===== src/hdl/flow_sequence_cuckoo_tracker_top_defines.svh =====
// ---------------------------------------------------------------------------
// Flow sequence cuckoo tracker assertion macros
// Shared concurrent assertion forms for the tracker modules.
// ---------------------------------------------------------------------------
`ifndef FLOW_SEQUENCE_CUCKOO_TRACKER_TOP_DEFINES_SVH
`define FLOW_SEQUENCE_CUCKOO_TRACKER_TOP_DEFINES_SVH

// same-cycle implication
`define FSCT_ASSERT_SAME(lbl, clk, rstn, ante, cons) \
    lbl: assert property (@(posedge clk) disable iff (!rstn) (ante) |-> (cons)) \
        else $error("fsct: same-cycle check failed");

// next-cycle implication
`define FSCT_ASSERT_NEXT(lbl, clk, rstn, ante, cons) \
    lbl: assert property (@(posedge clk) disable iff (!rstn) (ante) |=> (cons)) \
        else $error("fsct: next-cycle check failed");

`endif


===== src/hdl/fsct_pkg.sv =====
// ---------------------------------------------------------------------------
// Flow sequence cuckoo tracker package
// Entry type, hash constants, codes and controller/datapath interface types.
// ---------------------------------------------------------------------------
package fsct_pkg;

    localparam int MOD_W      = 21;
    localparam int CFG_IDX_W  = 2;
    localparam int CFG_DATA_W = 14;

    localparam logic [31:0] MM_C1      = 32'hcc9e2d51;
    localparam logic [31:0] MM_C2      = 32'h1b873593;
    localparam logic [31:0] MM_C3      = 32'h85ebca6b;
    localparam logic [31:0] MM_C4      = 32'hc2b2ae35;
    localparam logic [31:0] MM_ADD     = 32'he6546b64;
    localparam logic [31:0] KEY_BYTES  = 32'd12;

    localparam logic [2:0] OUT_NEWER     = 3'd0;
    localparam logic [2:0] OUT_REORDER   = 3'd1;
    localparam logic [2:0] OUT_NEW_ONE   = 3'd2;
    localparam logic [2:0] OUT_NEW_TWO   = 3'd3;
    localparam logic [2:0] OUT_DISPLACED = 3'd4;

    localparam logic [CFG_IDX_W-1:0] REG_ONE_SEED    = 2'd0;
    localparam logic [CFG_IDX_W-1:0] REG_TWO_SEED    = 2'd1;
    localparam logic [CFG_IDX_W-1:0] REG_BUCKET_SEED = 2'd2;

    localparam logic [1:0] SEL_ONE    = 2'd0;
    localparam logic [1:0] SEL_TWO    = 2'd1;
    localparam logic [1:0] SEL_BUCKET = 2'd2;
    localparam logic [1:0] SEL_KICK   = 2'd3;

    typedef struct packed {
        logic        valid;
        logic [63:0] addr;
        logic [31:0] ports;
        logic [31:0] seq;
    } t_entry;

    typedef struct packed {
        logic       clear;
        logic       latch_key;
        logic       hash_start;
        logic [1:0] hash_sel;
        logic       cap_i1;
        logic       cap_i2;
        logic       cap_kidx;
        logic       kick_addr;
        logic       kick_init;
        logic       kick_swap;
        logic       wr_key_one;
        logic       wr_key_two;
        logic       emit;
        logic [2:0] outcome;
        logic       use_bucket;
        logic       dropped;
    } t_dp_cmd;

    typedef struct packed {
        logic hash_done;
        logic clear_last;
        logic hit;
        logic hit_one;
        logic newer;
        logic one_valid;
        logic two_valid;
        logic swap_valid;
    } t_dp_sts;

endpackage


===== src/hdl/fsct_ctrl.sv =====
// ---------------------------------------------------------------------------
// Tracker controller
// Sequences clearing, lookup, update, insertion and cuckoo displacement.
// ---------------------------------------------------------------------------
`include "flow_sequence_cuckoo_tracker_top_defines.svh"

module fsct_ctrl #(
    parameter int KICK_LIMIT = 8
) (
    input  logic               i_clk,
    input  logic               i_rst_n,
    input  logic               i_start,
    output logic               o_busy,
    input  fsct_pkg::t_dp_sts  i_sts,
    output fsct_pkg::t_dp_cmd  o_cmd
);

    localparam int KW = $clog2(KICK_LIMIT + 1);

    localparam logic [3:0] ST_CLEAR  = 4'd0;
    localparam logic [3:0] ST_IDLE   = 4'd1;
    localparam logic [3:0] ST_HGO1   = 4'd2;
    localparam logic [3:0] ST_H1     = 4'd3;
    localparam logic [3:0] ST_H2     = 4'd4;
    localparam logic [3:0] ST_RD     = 4'd5;
    localparam logic [3:0] ST_EVAL   = 4'd6;
    localparam logic [3:0] ST_BWAIT  = 4'd7;
    localparam logic [3:0] ST_KREAD  = 4'd8;
    localparam logic [3:0] ST_KSWAP  = 4'd9;
    localparam logic [3:0] ST_KHGO   = 4'd10;
    localparam logic [3:0] ST_KHWAIT = 4'd11;

    logic [3:0]    r_state;
    logic [3:0]    n_state;
    logic [KW-1:0] r_kcnt;
    logic [KW-1:0] n_kcnt;
    fsct_pkg::t_dp_cmd cmd;

    always_comb begin
        cmd      = '0;
        n_state  = r_state;
        n_kcnt   = r_kcnt;
        unique case (r_state)
            ST_CLEAR: begin
                cmd.clear = 1'b1;
                if (i_sts.clear_last) begin
                    n_state = ST_IDLE;
                end
            end
            ST_IDLE: begin
                if (i_start) begin
                    cmd.latch_key = 1'b1;
                    n_state       = ST_HGO1;
                end
            end
            ST_HGO1: begin
                cmd.hash_start = 1'b1;
                cmd.hash_sel   = fsct_pkg::SEL_ONE;
                n_state        = ST_H1;
            end
            ST_H1: begin
                if (i_sts.hash_done) begin
                    cmd.cap_i1     = 1'b1;
                    cmd.hash_start = 1'b1;
                    cmd.hash_sel   = fsct_pkg::SEL_TWO;
                    n_state        = ST_H2;
                end
            end
            ST_H2: begin
                if (i_sts.hash_done) begin
                    cmd.cap_i2 = 1'b1;
                    n_state    = ST_RD;
                end
            end
            ST_RD: n_state = ST_EVAL;
            ST_EVAL: begin
                priority if (i_sts.hit) begin
                    if (i_sts.newer) begin
                        cmd.wr_key_one = i_sts.hit_one;
                        cmd.wr_key_two = ~i_sts.hit_one;
                        cmd.emit       = 1'b1;
                        cmd.outcome    = fsct_pkg::OUT_NEWER;
                        n_state        = ST_IDLE;
                    end else begin
                        cmd.hash_start = 1'b1;
                        cmd.hash_sel   = fsct_pkg::SEL_BUCKET;
                        n_state        = ST_BWAIT;
                    end
                end else if (!i_sts.one_valid) begin
                    cmd.wr_key_one = 1'b1;
                    cmd.emit       = 1'b1;
                    cmd.outcome    = fsct_pkg::OUT_NEW_ONE;
                    n_state        = ST_IDLE;
                end else if (!i_sts.two_valid) begin
                    cmd.wr_key_two = 1'b1;
                    cmd.emit       = 1'b1;
                    cmd.outcome    = fsct_pkg::OUT_NEW_TWO;
                    n_state        = ST_IDLE;
                end else begin
                    cmd.kick_init = 1'b1;
                    n_kcnt        = '0;
                    n_state       = ST_KREAD;
                end
            end
            ST_BWAIT: begin
                cmd.hash_sel = fsct_pkg::SEL_BUCKET;
                if (i_sts.hash_done) begin
                    cmd.emit       = 1'b1;
                    cmd.outcome    = fsct_pkg::OUT_REORDER;
                    cmd.use_bucket = 1'b1;
                    n_state        = ST_IDLE;
                end
            end
            ST_KREAD: begin
                cmd.kick_addr = 1'b1;
                n_state       = ST_KSWAP;
            end
            ST_KSWAP: begin
                cmd.kick_swap = 1'b1;
                if (!i_sts.swap_valid || r_kcnt == KW'(KICK_LIMIT - 1)) begin
                    cmd.emit    = 1'b1;
                    cmd.outcome = fsct_pkg::OUT_DISPLACED;
                    cmd.dropped = i_sts.swap_valid;
                    n_state     = ST_IDLE;
                end else begin
                    n_kcnt  = r_kcnt + KW'(1);
                    n_state = ST_KHGO;
                end
            end
            ST_KHGO: begin
                cmd.hash_start = 1'b1;
                cmd.hash_sel   = fsct_pkg::SEL_KICK;
                n_state        = ST_KHWAIT;
            end
            ST_KHWAIT: begin
                cmd.hash_sel = fsct_pkg::SEL_KICK;
                if (i_sts.hash_done) begin
                    cmd.cap_kidx = 1'b1;
                    n_state      = ST_KREAD;
                end
            end
            default: n_state = ST_IDLE;
        endcase
    end

    always_ff @(posedge i_clk) begin
        if (!i_rst_n) begin
            r_state <= ST_CLEAR;
            r_kcnt  <= '0;
        end else begin
            r_state <= n_state;
            r_kcnt  <= n_kcnt;
        end
    end

    assign o_busy = r_state != ST_IDLE;
    assign o_cmd  = cmd;

    `FSCT_ASSERT_NEXT(a_emit_single, i_clk, i_rst_n, cmd.emit, !cmd.emit)
    `FSCT_ASSERT_NEXT(a_accept_hash, i_clk, i_rst_n, i_start && !o_busy, cmd.hash_start)
    `FSCT_ASSERT_NEXT(a_hash_pending, i_clk, i_rst_n, cmd.hash_start, !i_sts.hash_done)
    `FSCT_ASSERT_SAME(a_kick_bound, i_clk, i_rst_n, r_state == ST_KSWAP, r_kcnt < KICK_LIMIT)

endmodule


===== config.mk =====
export PLATFORM = sky130hd
export DESIGN_NAME = fsct_ctrl
export DESIGN_NICKNAME = d
export VERILOG_FILES = /design/src/hdl/fsct_pkg.sv /design/src/hdl/fsct_ctrl.sv
export VERILOG_INCLUDE_DIRS = /design/src /design/src/hdl
export SDC_FILE = /design/constraint.sdc
export NUM_CORES = 1
export LEC_CHECK = 0
export CORE_MARGIN = 2
export CORE_UTILIZATION = 55
export CTS_CLUSTER_DIAMETER = 40
export DETAILED_ROUTE_END_ITERATION = 8
export DONT_BUFFER_PORTS = 1
export PLACE_DENSITY = 0.75
export SKIP_LAST_GASP = 1
export SYNTH_ARGS = -nofsm -noshare
export SYNTH_HDL_FRONTEND = slang
export SYNTH_SLANG_ARGS = --single-unit

===== constraint.sdc =====
create_clock -name i_clk -period 3.9 [get_ports i_clk]
set_input_delay 0.195 -clock i_clk [delete_from_list [all_inputs] [get_ports i_clk]]
set_output_delay 0.195 -clock i_clk [all_outputs]
set_load 0.01 [all_outputs]

==> results.toml <==
[outcome]
status = "completed"

[final_layout]
mostFrequentLayoutCells = "nor2_1 (11), a21oi_1 (9), nand2b_1 (8), dfxtp_1 (8), nand2_1 (7)"
drive_above_1_share = 0.0741
final_common_cell = "nor2_1"
area_growth_pct = 0.147
antenna_cells = 0
nets = 122

[worst_setup_path]
rr_endpoint = "r_kcnt[2]"
cp_data_required_time_ps = 3700
endpoint_kind = "output port"
r2r_slack_ps = 1950
crit_type = "flip-flop to output port"
slowest_delay_ps = 610
cp_max_fo = 16
cp-start-kind = "flip-flop"
ff2ff_path_depth = 5
arrival_ps = 1880
r2r-start = "r_state[0]"
crit_slowest_cell = "dfxtp_1"
crit_chain = "nand2b_1 > or2_1 > o32ai_1"

[clock_tree]
cts_setup_buffers = 0
cts_buffers = 3
cts_resized = 0
tritoncts = "yes"
clock_sinks = 8
htreeDepth = 1
clk_latency_ps = 260
postCtsHoldBufs = 0
clk_path_buf_depth = 2
clk_pin_slew_ps = 60
clock-root-buffer = "clkbuf_4"

[sta]
rsz0062_at_grt = "false"
slew_violations = 0
skew_ps = 8.24
tightest_slew_ps = 710
finalHoldViolations = 0
maxSlewHeadroom = 0.526
finalSetupViolCount = 0
finalCritPeriodShare = 0.531
fmax_mhz = 483
min_period_ps = 2070
tns_ps = 0

[place]
io_buffers = 0
gp_congestion = 0.885
hpwlAfterDp_um = 1410

[routing]
wl_per_cell_um = 15.7
drt_iter0_markers = 19
ant_nets = 0
drc = 0
first_pass_iters = 4
vias = 831
postRouteWirelength_um = 1940
vias_per_cell = 6.70

[yosys]
synthFlopType = "dfxtp_1"
synth_seq_cells = 8
synth_edf_count = 0
syn_area_per_cell_sq_um = 7.60
synthArstFlopShare = 0
yosysWarnings = 0
syn_area_sq_um = 851
yosysSeqAreaShare = 0.188
synth_fp_nets = 124
syn_inst = 112
ys_types = 44

[min_path]
worstHoldStart = "i_rst_n"
hp-class = "input pin to flip-flop"
hold_depth = 1
hold-path-endpoint = "r_state[0]"

[floorplan]
fp.dieH_um = 43.3
start_util = 0.578
die_x_um = 43.3
pin_count = 31
rows = 14
coreArea_sq_mm = 0.00147
die-area_sq_mm = 0.00188

[global_routing]
grt_max_degree = 23
track_usage = 0.221
antenna_found_initial = 0
grt_overflow = 0
grt_first_pass_wirelength_um = 3200
grt_pass1_vias = 733

[job]
cap_violations = 0

[power_and_ir_drop]
total_power_uw = 202
ir_worst_vdd_v = 0.000144
leakagePower_nw = 0.281
p_per_area_mw_per_mm2 = 238
[cells by family after synthesis]
family                   count (synthesis)  share of synthesized area
AND/OR/NAND/NOR                         58                      0.425
flip-flops                               8                      0.188
AO/OA/AOI/OAI                           32                      0.282
adder cells (fa/ha/maj)                  1                     0.0147
buffers and inverters                   11                     0.0662
multiplexers                             2                     0.0235
[cell type report]
class | count | area [sq um]
Multi-Input combinational cell | 93 | 634
Fill cell | 148 | 619
Sequential cell | 8 | 160
Clock buffer | 3 | 22.5
Tap cell | 16 | 20.0
Inverter | 4 | 15.0
[worst max path at each step]
stage | slack, ps | start | to | cells after the start
2_1_floorplan | 2410 | r_state[0] | o_cmd[2] | 4
3_3_place_gp | 2070 | r_state[0] | r_kcnt[2] | 5
3_5_place_dp | 2010 | r_state[0] | r_kcnt[2] | 5
4_1_cts | 1850 | r_state[0] | o_cmd[5] | 3
5_1_grt | 1660 | r_state[0] | o_cmd[5] | 3
6_report | 1830 | r_state[2] | o_cmd[2] | 3
[synth_stat cells, drive strengths merged, types with 2 or more instances]
master / instances / share of area
buf: 7 / 0.049
o21ai: 3 / 0.018
or2: 3 / 0.022
o31ai: 2 / 0.018
nand3b: 6 / 0.053
nand3: 4 / 0.024
nor2: 11 / 0.049
a31oi: 2 / 0.015
nor2b: 2 / 0.015
mux2i: 2 / 0.024
a21oi: 10 / 0.063
nand2: 7 / 0.031
inv: 4 / 0.018
o21a: 2 / 0.018
nand2b: 8 / 0.059
a21boi: 2 / 0.018
nor3: 4 / 0.024
dfxtp: 8 / 0.19
or3b: 2 / 0.021
and3b: 2 / 0.021
[metrics by stage]
step | setup slack (ps) | util | instance area, sq um | instances | hold WS [ps]
after floorplan | 2410 | - | 851 | 112 | 326
after CTS | 1850 | 0.579 | 852 | 124 | 47.3
final | 1830 | 0.579 | 852 | 124 | 51.9
after global placement | 2070 | 0.564 | 830 | 121 | 328
after detailed placement | 2010 | 0.564 | 830 | 121 | 330
after global routing | 1660 | 0.579 | 852 | 124 | 46.2
[per-layer routing]
| layer | vias up | track usage | share of wire |
|---|---|---|---|
| met1 | 374 | 0.282 | 0.45 |
| met3 | 3 | 0.0750 | 0.077 |
| met4 | 0 | 0.0545 | 0.0046 |
| li1 | 416 | - | - |
| met2 | 38 | 0.361 | 0.47 |
| met5 | - | 0 | 0 |
[power breakdown]
| part | internal, mW | total, mW | leakage, nW | switching [mW] |
|---|---|---|---|---|
| clock | 0.0354 | 0.0663 | 0.0138 | 0.0309 |
| sequential | 0.0839 | 0.0955 | 0.0647 | 0.0116 |
| combinational | 0.0199 | 0.0405 | 0.203 | 0.0206 |
| total | 0.139 | 0.202 | 0.281 | 0.0632 |
[sequential cells by signal, indices dropped and copies added, names as in the netlist]
name     cells
r_state      4
r_kcnt       4
[critical path, delay by kind of cell, from the launching register on]
family | cells | cell delay, ps
flip-flops | 1 | 610
AND/OR/NAND/NOR | 2 | 550
AO/OA/AOI/OAI | 1 | 460
Note: power is estimated with default switching activity, not from simulation.
